File: config.mk
export PLATFORM = sky130hd
export DESIGN_NAME = scalar_kalman_rate_filter_top
export DESIGN_NICKNAME = d
export VERILOG_FILES = /design/src/hdl/skrf_pkg.sv /design/src/hdl/scalar_kalman_rate_filter_top.sv /design/src/hdl/skrf_csr.sv /design/src/hdl/skrf_ctrl.sv /design/src/hdl/skrf_dpath.sv
export SDC_FILE = /design/constraint.sdc
export NUM_CORES = 2
export LEC_CHECK = 0
export BUFFER_PORTS_ARGS = -buffer_cell sky130_fd_sc_hd__buf_4
export CELL_PAD_IN_SITES_DETAIL_PLACEMENT = 0
export CELL_PAD_IN_SITES_GLOBAL_PLACEMENT = 1
export CORE_MARGIN = 2
export CORE_UTILIZATION = 30
export CTS_BUF_LIST = sky130_fd_sc_hd__clkbuf_8
export DETAILED_ROUTE_END_ITERATION = 6
export PLACE_DENSITY_LB_ADDON = 0.1
export SYNTH_ARGS = -nofsm -noshare
export SYNTH_HDL_FRONTEND = slang
export SYNTH_HIERARCHICAL = 1
export SYNTH_SLANG_ARGS = --single-unit
File: constraint.sdc
create_clock -name clock -period 8.6 [get_ports clock]
set_input_delay 0.86 -clock clock [delete_from_list [all_inputs] [get_ports clock]]
set_output_delay 0.86 -clock clock [all_outputs]
set_load 0.05 [all_outputs]
File: src/hdl/skrf_pkg.sv
// Shared types and constants for the scalar Kalman rate filter.
// No dependencies; used by every module of the block.
package skrf_pkg;

   localparam int RATE_W       = 32;
   localparam int VAR_W        = 32;
   localparam int GAIN_OUT_W   = 25;
   localparam int CSR_ADDR_W   = 4;
   localparam int CSR_DATA_W   = 32;
   localparam int GAIN_FRAC_BITS_DEF = 24;

   localparam logic [31:0] MEAS_NOISE_RST = 32'd167772;
   localparam logic [31:0] PROC_NOISE_RST = 32'd168;
   localparam logic [31:0] INIT_EST_RST   = 32'd0;
   localparam logic [31:0] INIT_VAR_RST   = 32'd16777216;

   typedef enum logic [1:0] {
      REG_MEAS_NOISE = 2'd0,
      REG_PROC_NOISE = 2'd1,
      REG_INIT_EST   = 2'd2,
      REG_INIT_VAR   = 2'd3
   } reg_idx_type;

   typedef struct packed {
      logic [31:0] meas_noise;
      logic [31:0] proc_noise;
      logic [31:0] init_est;
      logic [31:0] init_var;
   } cfg_type;

   typedef struct packed {
      logic accept;
      logic prep;
      logic prep2;
      logic div_step;
      logic div_first;
      logic mul_est;
      logic mul_var;
      logic finish;
   } cmd_type;

endpackage

File: src/hdl/scalar_kalman_rate_filter_top.sv
// An item is taken in idle, then passes through prep, prep2, the gain divide, the two multiplies
// and finish, after which rsp_valid rises; no new item is taken until it is through. The gain
// divider gives one quotient bit per cycle; a held result stalls only the next item's finish.
// Reset clears the sequencer, the output valid and the started flag, and loads the
// register defaults; the first item after reset takes its estimate and variance from them.
module scalar_kalman_rate_filter_top #(
   parameter int GAIN_FRAC_BITS = skrf_pkg::GAIN_FRAC_BITS_DEF
) (
   input  logic                                   clock,
   input  logic                                   reset,
   input  logic                                   req_valid,
   output logic                                   req_stall,
   input  logic signed [skrf_pkg::RATE_W-1:0]     req_raw_rate,
   output logic                                   rsp_valid,
   input  logic                                   rsp_stall,
   output logic signed [skrf_pkg::RATE_W-1:0]     rsp_filtered_rate,
   output logic        [skrf_pkg::VAR_W-1:0]      rsp_error_variance,
   output logic        [skrf_pkg::GAIN_OUT_W-1:0] rsp_kalman_gain,
   input  logic                                   csr_psel,
   input  logic                                   csr_penable,
   input  logic                                   csr_pwrite,
   input  logic        [skrf_pkg::CSR_ADDR_W-1:0] csr_paddr,
   input  logic        [skrf_pkg::CSR_DATA_W-1:0] csr_pwdata,
   output logic        [skrf_pkg::CSR_DATA_W-1:0] csr_prdata,
   output logic                                   csr_pready
);

   skrf_pkg::cfg_type cfg;
   skrf_pkg::cmd_type cmd;

   skrf_csr u_csr (
      .clock       (clock),
      .reset       (reset),
      .csr_psel    (csr_psel),
      .csr_penable (csr_penable),
      .csr_pwrite  (csr_pwrite),
      .csr_paddr   (csr_paddr),
      .csr_pwdata  (csr_pwdata),
      .csr_prdata  (csr_prdata),
      .csr_pready  (csr_pready),
      .cfg         (cfg)
   );

   skrf_ctrl #(
      .GAIN_FRAC_BITS (GAIN_FRAC_BITS)
   ) u_ctrl (
      .clock     (clock),
      .reset     (reset),
      .req_valid (req_valid),
      .req_stall (req_stall),
      .rsp_valid (rsp_valid),
      .rsp_stall (rsp_stall),
      .cmd       (cmd)
   );

   skrf_dpath #(
      .GAIN_FRAC_BITS (GAIN_FRAC_BITS)
   ) u_dpath (
      .clock              (clock),
      .reset              (reset),
      .cmd                (cmd),
      .cfg                (cfg),
      .req_raw_rate       (req_raw_rate),
      .rsp_filtered_rate  (rsp_filtered_rate),
      .rsp_error_variance (rsp_error_variance),
      .rsp_kalman_gain    (rsp_kalman_gain)
   );

endmodule

File: src/hdl/skrf_csr.sv
// Configuration register file, APB-style write and read.
// Depends on skrf_pkg.
module skrf_csr (
   input  logic                              clock,
   input  logic                              reset,
   input  logic                              csr_psel,
   input  logic                              csr_penable,
   input  logic                              csr_pwrite,
   input  logic [skrf_pkg::CSR_ADDR_W-1:0]   csr_paddr,
   input  logic [skrf_pkg::CSR_DATA_W-1:0]   csr_pwdata,
   output logic [skrf_pkg::CSR_DATA_W-1:0]   csr_prdata,
   output logic                              csr_pready,
   output skrf_pkg::cfg_type                 cfg
);

   skrf_pkg::cfg_type     cfg_ff, cfg_in;
   skrf_pkg::reg_idx_type idx;
   logic                  wr_en;

   assign idx   = skrf_pkg::reg_idx_type'(csr_paddr[3:2]);
   assign wr_en = csr_psel && csr_penable && csr_pwrite;

   always_comb begin
      cfg_in = cfg_ff;
      if (wr_en) begin
         case (idx)
            skrf_pkg::REG_MEAS_NOISE: cfg_in.meas_noise = csr_pwdata;
            skrf_pkg::REG_PROC_NOISE: cfg_in.proc_noise = csr_pwdata;
            skrf_pkg::REG_INIT_EST:   cfg_in.init_est   = csr_pwdata;
            skrf_pkg::REG_INIT_VAR:   cfg_in.init_var   = csr_pwdata;
            default:                  cfg_in = cfg_ff;
         endcase
      end
   end

   always_ff @(posedge clock) begin
      if (reset) begin
         cfg_ff.meas_noise <= skrf_pkg::MEAS_NOISE_RST;
         cfg_ff.proc_noise <= skrf_pkg::PROC_NOISE_RST;
         cfg_ff.init_est   <= skrf_pkg::INIT_EST_RST;
         cfg_ff.init_var   <= skrf_pkg::INIT_VAR_RST;
      end else begin
         cfg_ff <= cfg_in;
      end
   end

   always_comb begin
      case (idx)
         skrf_pkg::REG_MEAS_NOISE: csr_prdata = cfg_ff.meas_noise;
         skrf_pkg::REG_PROC_NOISE: csr_prdata = cfg_ff.proc_noise;
         skrf_pkg::REG_INIT_EST:   csr_prdata = cfg_ff.init_est;
         skrf_pkg::REG_INIT_VAR:   csr_prdata = cfg_ff.init_var;
         default:                  csr_prdata = '0;
      endcase
   end

   assign csr_pready = 1'b1;
   assign cfg        = cfg_ff;

endmodule

File: src/hdl/skrf_ctrl.sv
// Sequencer for one filter step: prepare, divide, two multiplies, finish.
// Depends on skrf_pkg; drives the datapath through cmd_type.
module skrf_ctrl #(
   parameter int GAIN_FRAC_BITS = skrf_pkg::GAIN_FRAC_BITS_DEF
) (
   input  logic              clock,
   input  logic              reset,
   input  logic              req_valid,
   output logic              req_stall,
   output logic              rsp_valid,
   input  logic              rsp_stall,
   output skrf_pkg::cmd_type cmd
);

   localparam int CNT_W = $clog2(GAIN_FRAC_BITS + 1);

   typedef enum logic [6:0] {
      ST_IDLE    = 7'b0000001,
      ST_PREP    = 7'b0000010,
      ST_PREP2   = 7'b0000100,
      ST_DIV     = 7'b0001000,
      ST_MUL_EST = 7'b0010000,
      ST_MUL_VAR = 7'b0100000,
      ST_FINISH  = 7'b1000000
   } state_type;

   state_type        state_ff, state_in;
   logic [CNT_W-1:0] cnt_ff, cnt_in;
   logic             rsp_valid_ff, rsp_valid_in;
   logic             out_free;
   logic             div_last;

   assign out_free = !rsp_valid_ff || !rsp_stall;
   assign div_last = (cnt_ff == CNT_W'(GAIN_FRAC_BITS));

   always_comb begin
      state_in = state_ff;
      cnt_in   = cnt_ff;
      cmd      = '0;
      case (state_ff)
         ST_IDLE: begin
            if (req_valid) begin
               cmd.accept = 1'b1;
               state_in   = ST_PREP;
            end
         end
         ST_PREP: begin
            cmd.prep = 1'b1;
            state_in = ST_PREP2;
         end
         ST_PREP2: begin
            cmd.prep2 = 1'b1;
            cnt_in    = '0;
            state_in  = ST_DIV;
         end
         ST_DIV: begin
            cmd.div_step  = 1'b1;
            cmd.div_first = (cnt_ff == '0);
            cnt_in        = cnt_ff + CNT_W'(1);
            if (div_last) begin
               state_in = ST_MUL_EST;
            end
         end
         ST_MUL_EST: begin
            cmd.mul_est = 1'b1;
            state_in    = ST_MUL_VAR;
         end
         ST_MUL_VAR: begin
            cmd.mul_var = 1'b1;
            state_in    = ST_FINISH;
         end
         ST_FINISH: begin
            // hold until the output register can take the item
            if (out_free) begin
               cmd.finish = 1'b1;
               state_in   = ST_IDLE;
            end
         end
         default: begin
            state_in = ST_IDLE;
         end
      endcase
   end

   assign rsp_valid_in = cmd.finish || (rsp_valid_ff && rsp_stall);

   always_ff @(posedge clock) begin
      if (reset) begin
         state_ff     <= ST_IDLE;
         cnt_ff       <= '0;
         rsp_valid_ff <= 1'b0;
      end else begin
         state_ff     <= state_in;
         cnt_ff       <= cnt_in;
         rsp_valid_ff <= rsp_valid_in;
      end
   end

   assign req_stall = (state_ff != ST_IDLE);
   assign rsp_valid = rsp_valid_ff;

endmodule

File: src/hdl/skrf_dpath.sv
// Filter datapath: state registers, restoring divider for the gain,
// one shared multiplier, rounding and saturation, output registers.
// Depends on skrf_pkg; commanded by skrf_ctrl.
module skrf_dpath #(
   parameter int GAIN_FRAC_BITS = skrf_pkg::GAIN_FRAC_BITS_DEF
) (
   input  logic                                   clock,
   input  logic                                   reset,
   input  skrf_pkg::cmd_type                      cmd,
   input  skrf_pkg::cfg_type                      cfg,
   input  logic signed [skrf_pkg::RATE_W-1:0]     req_raw_rate,
   output logic signed [skrf_pkg::RATE_W-1:0]     rsp_filtered_rate,
   output logic        [skrf_pkg::VAR_W-1:0]      rsp_error_variance,
   output logic        [skrf_pkg::GAIN_OUT_W-1:0] rsp_kalman_gain
);

   localparam int G  = GAIN_FRAC_BITS;
   localparam int PW = 34 + G;
   localparam logic [G:0]    ONE  = {1'b1, {G{1'b0}}};
   localparam logic [PW-1:0] HALF = {{(PW-1){1'b0}}, 1'b1} << (G - 1);

   logic started_ff;
   logic [31:0] raw_ff, est_ff, var_ff, z_ff, pp_ff;
   logic [32:0] den_ff, mag_ff;
   logic        den_zero_ff, neg_ff;
   logic [33:0] rem_ff;
   logic [G:0]  q_ff;
   logic [PW-1:0] prod_ff;
   logic [31:0] out_rate_ff, out_var_ff;
   logic [skrf_pkg::GAIN_OUT_W-1:0] out_gain_ff;

   logic [32:0] neg_raw, pp_sum, diff, mag_in;
   logic [31:0] z_in, pp_in, est_new, var_new;
   logic [33:0] trial, rem_in;
   logic        ge;
   logic [G:0]  gain, mul_b;
   logic [32:0] mul_a;
   logic [PW-1:0] mul_p, rnd_p;
   logic [33:0] rnd_q;
   logic [35:0] est_ext, corr_ext, est_sum;
   logic [G+skrf_pkg::GAIN_OUT_W:0] gain_ext;

   // measurement: negated sample, most negative input saturates
   assign neg_raw = 33'd0 - {raw_ff[31], raw_ff};
   assign z_in    = (neg_raw[32] != neg_raw[31]) ? 32'h7FFF_FFFF : neg_raw[31:0];

   // predicted variance, saturating
   assign pp_sum = {1'b0, var_ff} + {1'b0, cfg.proc_noise};
   assign pp_in  = pp_sum[32] ? 32'hFFFF_FFFF : pp_sum[31:0];

   assign diff   = {z_ff[31], z_ff} - {est_ff[31], est_ff};
   assign mag_in = diff[32] ? (33'd0 - diff) : diff;

   // restoring division, one quotient bit per step; the top bit needs no shift
   assign trial  = cmd.div_first ? rem_ff : {rem_ff[32:0], 1'b0};
   assign ge     = (trial >= {1'b0, den_ff});
   assign rem_in = ge ? (trial - {1'b0, den_ff}) : trial;

   assign gain = den_zero_ff ? '0 : q_ff;

   assign mul_a = cmd.mul_est ? mag_ff : {1'b0, pp_ff};
   assign mul_b = cmd.mul_est ? gain : (ONE - gain);
   assign mul_p = mul_a * mul_b;

   assign rnd_p = prod_ff + HALF;
   assign rnd_q = rnd_p[PW-1:G];

   assign est_ext  = {{4{est_ff[31]}}, est_ff};
   assign corr_ext = {2'b00, rnd_q};
   assign est_sum  = neg_ff ? (est_ext - corr_ext) : (est_ext + corr_ext);

   always_comb begin
      if (est_sum[35:31] == 5'b00000 || est_sum[35:31] == 5'b11111) begin
         est_new = est_sum[31:0];
      end else if (est_sum[35]) begin
         est_new = 32'h8000_0000;
      end else begin
         est_new = 32'h7FFF_FFFF;
      end
   end

   assign var_new  = (|rnd_q[33:32]) ? 32'hFFFF_FFFF : rnd_q[31:0];
   assign gain_ext = {{skrf_pkg::GAIN_OUT_W{1'b0}}, gain};

   always_ff @(posedge clock) begin
      if (reset) begin
         started_ff <= 1'b0;
      end else if (cmd.accept) begin
         started_ff <= 1'b1;
      end
   end

   always_ff @(posedge clock) begin
      if (cmd.accept) begin
         raw_ff <= req_raw_rate;
         if (!started_ff) begin
            est_ff <= cfg.init_est;
            var_ff <= cfg.init_var;
         end
      end
      if (cmd.prep) begin
         z_ff  <= z_in;
         pp_ff <= pp_in;
      end
      if (cmd.prep2) begin
         den_ff      <= {1'b0, pp_ff} + {1'b0, cfg.meas_noise};
         den_zero_ff <= (pp_ff == '0) && (cfg.meas_noise == '0);
         rem_ff      <= {2'b00, pp_ff};
         neg_ff      <= diff[32];
         mag_ff      <= mag_in;
      end
      if (cmd.div_step) begin
         rem_ff <= rem_in;
         q_ff   <= {q_ff[G-1:0], ge};
      end
      if (cmd.mul_est || cmd.mul_var) begin
         prod_ff <= mul_p;
      end
      if (cmd.mul_var) begin
         est_ff <= est_new;
      end
      if (cmd.finish) begin
         var_ff      <= var_new;
         out_rate_ff <= est_ff;
         out_var_ff  <= var_new;
         out_gain_ff <= gain_ext[skrf_pkg::GAIN_OUT_W-1:0];
      end
   end

   assign rsp_filtered_rate  = out_rate_ff;
   assign rsp_error_variance = out_var_ff;
   assign rsp_kalman_gain    = out_gain_ff;

endmodule

==> out/summary.json <==
{
  "critical_path": {
    "crit_path_frequent_cell": "fa_1",
    "worst-r2r-cell-count": 33,
    "crit_required_ns": 9.13,
    "worstSetupEndpointType": "flop",
    "ff2ff_setup_slack_ns": -0.35,
    "setup.worst_path.class": "flop to flop",
    "r2r-end": "u_dpath/prod_ff[48]$_DFFE_PP_",
    "slowest_delay_ns": 0.56,
    "worst_r2r_startpoint": "u_dpath/den_zero_ff$_DFFE_PP_",
    "timing.critical_path.slowest_stage_cell": "fa_1",
    "timing.critical_path.arrival_ns": 9.48,
    "path_max_fanout": 5,
    "setup.worst_path.end": "u_dpath/prod_ff[48]$_DFFE_PP_",
    "critical_path.startpoint": "u_dpath/den_zero_ff$_DFFE_PP_",
    "critical_path.startpoint_type": "flop"
  },
  "global_routing": {
    "track_usage": 0.232,
    "grt_pass1_wl_mm": 337,
    "grt_pass1_vias": 48155,
    "grt_max_degree": 96,
    "grt_remaining_overflow": 0,
    "grt_antenna_before_repair": 9
  },
  "sta": {
    "worstMarginPinSlew_ns": 1.23,
    "finalWorstPathRequiredPeriod_ns": 8.95,
    "timing.final.ws_setup_ns": -0.347,
    "maxClockFrequency_mhz": 112,
    "hold_viol": 0,
    "final-setup-viol-count": 19,
    "final_min_period_over_clock_period": 1.04,
    "final-max-slew-violation-count": 0,
    "timing.slew.headroom": 0.174,
    "rsz0062_at_grt": "yes",
    "skew_ns": 0.107
  },
  "final_layout": {
    "fin_area_um2": 70400,
    "mostFrequentLayoutCell": "inv_1",
    "drive_above_1_share": 0.173,
    "final_core_util": 0.361,
    "fin_nets": 7950,
    "layout.cells.most_common_list": "897 x inv_1, 716 x nand2_1, 711 x fa_1",
    "n_fill_cell": 20130,
    "layout-area-overhead-vs-synth_pct": 19.7
  },
  "place": {
    "port_buffers": 195,
    "final_wtd_congestion": 0.873,
    "post-place-ws_ns": -0.639,
    "hpwl_detailed_mm": 192,
    "place_area_um2": 67500
  },
  "power": {
    "cellInternalPower_w": 0.00583,
    "power_density_nw_per_um2": 130,
    "swShare": 0.363,
    "vdd.ir_drop.worst_mv": 0.107,
    "comb_power_share": 0.373,
    "power.switching_w": 0.00332,
    "static-leakage-power_nw": 31.0,
    "seqPwrFrac": 0.336,
    "p_clk_frac": 0.291
  },
  "detailed_routing": {
    "post_drt_via_cell_ratio": 4.91,
    "ant_nets": 0,
    "dr_total_vias": 46717,
    "finalWirelength_mm": 231,
    "remaining_drc_errors": 0,
    "drt-wirelength-per-cell_um": 24.3,
    "dr.pass1.iters": 5,
    "initialDrtViolationCount": 2920
  },
  "synth": {
    "seq_area_frac_synth": 0.258,
    "number_of_flops_mapped_to_enable_cells_by_yosys": 411,
    "syn_area_um2": 58800,
    "share_of_synthesized_registers_carrying_an_async_set_or_reset": 0,
    "ys_seq_elements": 553,
    "synthFlopType": "edfxtp_1",
    "synth-warning-count": 6,
    "synth_cell_type_count": 100,
    "syn_nets": 7345,
    "netlist_instances": 6195,
    "synth_area_per_cell_um2": 9.49
  },
  "die": {
    "core_area_um2": 195000,
    "fp.dieArea_um2": 200000,
    "site_row_count": 162,
    "start_util": 0.302,
    "top_level_ports": 199,
    "fp.dieH_um": 447,
    "floorplan.die.width_um": 447
  },
  "clocking": {
    "clock_sink_count": 553,
    "tritoncts": "yes",
    "ctsRootBufferMaster": "clkbuf_8",
    "cts.clk_slew.worst_paths_ns": 0.06,
    "max-clock-path-buffers": 3,
    "cts.hold.buffers_added": 0,
    "cts_h_tree_depth": 3,
    "clk_latency_ns": 0.90,
    "number_of_buffers_created_by_cts": 105
  },
  "status": {
    "failed_checks": "setup timing",
    "run_status": "finished with violations"
  },
  "min_path": {
    "hold_path.class": "primary input to flop"
  },
  "run": {
    "cap_violations": 0
  }
}
worst min path at each step:
stage                          startpoint                           to  slack, ns  cells past startpoint
2_1_floorplan   u_dpath/q_ff[9]$_DFFE_PP_   u_dpath/q_ff[10]$_DFFE_PP_       0.42                      0
5_1_grt                   req_raw_rate[3]  u_dpath/raw_ff[3]$_DFFE_PP_       0.15                      1
3_3_place_gp    u_dpath/q_ff[5]$_DFFE_PP_    u_dpath/q_ff[6]$_DFFE_PP_       0.42                      0
6_report                  req_raw_rate[0]  u_dpath/raw_ff[0]$_DFFE_PP_       0.19                      1
3_5_place_dp   u_dpath/q_ff[19]$_DFFE_PP_   u_dpath/q_ff[20]$_DFFE_PP_       0.43                      0
4_1_cts                   req_raw_rate[2]  u_dpath/raw_ff[2]$_DFFE_PP_        0.1                      1
flip-flops by register name, indices dropped and copies added, names as in the netlist, 7 cells and up:
register / cells
u_dpath/raw_ff: 32
u_dpath/est_ff: 32
u_dpath/rsp_filtered_rate: 32
u_dpath/var_ff: 32
u_dpath/q_ff: 25
u_dpath/rsp_error_variance: 32
u_dpath/rem_ff: 34
u_dpath/z_ff: 32
u_ctrl/state_ff: 7
u_dpath/pp_ff: 32
u_dpath/rsp_kalman_gain: 25
u_csr/cfg: 128
u_dpath/mag_ff: 33
u_dpath/prod_ff: 35
u_dpath/den_ff: 33
power groups by stage:
stage / sequential, W / combinational, W / clock [W]
6_report: 0.00307 / 0.00341 / 0.00266
3_5_place_dp: 0.00313 / 0.00325 / 0
5_1_grt: 0.00308 / 0.00376 / 0.00287
4_1_cts: 0.00308 / 0.00336 / 0.00276
2_1_floorplan: 0.00308 / 0.00185 / 0
3_3_place_gp: 0.00313 / 0.00329 / 0
kinds of logic (layout without fill, tap and decap cells):
logic type	after synthesis	in the layout	share of synthesized area
multiplexers	229	229	0.0472
other	1	6	0.0000638
AND/OR/NAND/NOR	2010	2010	0.158
buffers and inverters	1132	1823	0.0744
adder cells (fa/ha/maj)	1075	1075	0.320
flip-flops	553	553	0.258
AO/OA/AOI/OAI	885	885	0.0961
XOR/XNOR	310	310	0.0462
critical path, delay by kind of cell, from the launching register on:
kind                       cells  cell delay (ns)
adders and majority gates      8             3.77
and+or+nand+nor               10             1.99
AOI/OAI and AO/OA              7             1.60
buffers and inverters          6             0.58
DFF                            1             0.40
xor gates and xnor gates       2             0.27
cells in the mapped netlist (all sizes together) (77+ instances only):
cell type / count / area, um^2
a21oi: 201 / 1010
edfxtp: 411 / 12300
nand2b: 166 / 1040
xnor2: 178 / 1560
inv: 858 / 3220
clkbuf: 232 / 872
mux2i: 132 / 1320
a31oi: 105 / 657
o21ai: 199 / 996
dfxtp: 142 / 2840
nor2: 631 / 2370
fa: 714 / 14300
ha: 361 / 4520
xor2: 132 / 1160
a21o: 77 / 578
nor2b: 86 / 538
nand2: 717 / 2690
stage by stage:
stage / hold slack, ns / power (W) / setup TNS [ns] / std cells
after floorplan: 0.418 / 0.00494 / 0 / 6195
after global placement: 0.424 / 0.00642 / -9.17 / 9292
after detailed placement: 0.429 / 0.00638 / -9.22 / 9292
after CTS: 0.0986 / 0.00919 / -2.21 / 9495
after global routing: 0.147 / 0.00971 / -9.13 / 9512
final: 0.186 / 0.00914 / -3.06 / 9515
final cells by class:
class / count / area (um^2) / share of cell area
Tap cell: 2624 / 3280 / 0.0466
Antenna cell: 5 / 12.5 / 0.000178
Clock buffer: 109 / 1500 / 0.0213
Clock inverter: 84 / 579 / 0.00823
Timing Repair Buffer: 772 / 6420 / 0.0912
Multi-Input combinational cell: 4510 / 40200 / 0.571
Inverter: 858 / 3230 / 0.0458
Sequential cell: 553 / 15200 / 0.216
layer usage:
metal	GRT usage	vias up	wire, um
met3	0.0281	199	10200
met2	0.373	1099	107000
met1	0.328	23711	108000
met5	0	-	0
li1	-	21708	-
met4	0.0652	0	6490
timing repair:
item	4_1_cts	5_1_grt
pin swaps	19	32
endpoints found under the setup margin	27	29
resized for setup	59	80
setup buffers	11	17
No activity file was read; power rests on OpenSTA's default activity.
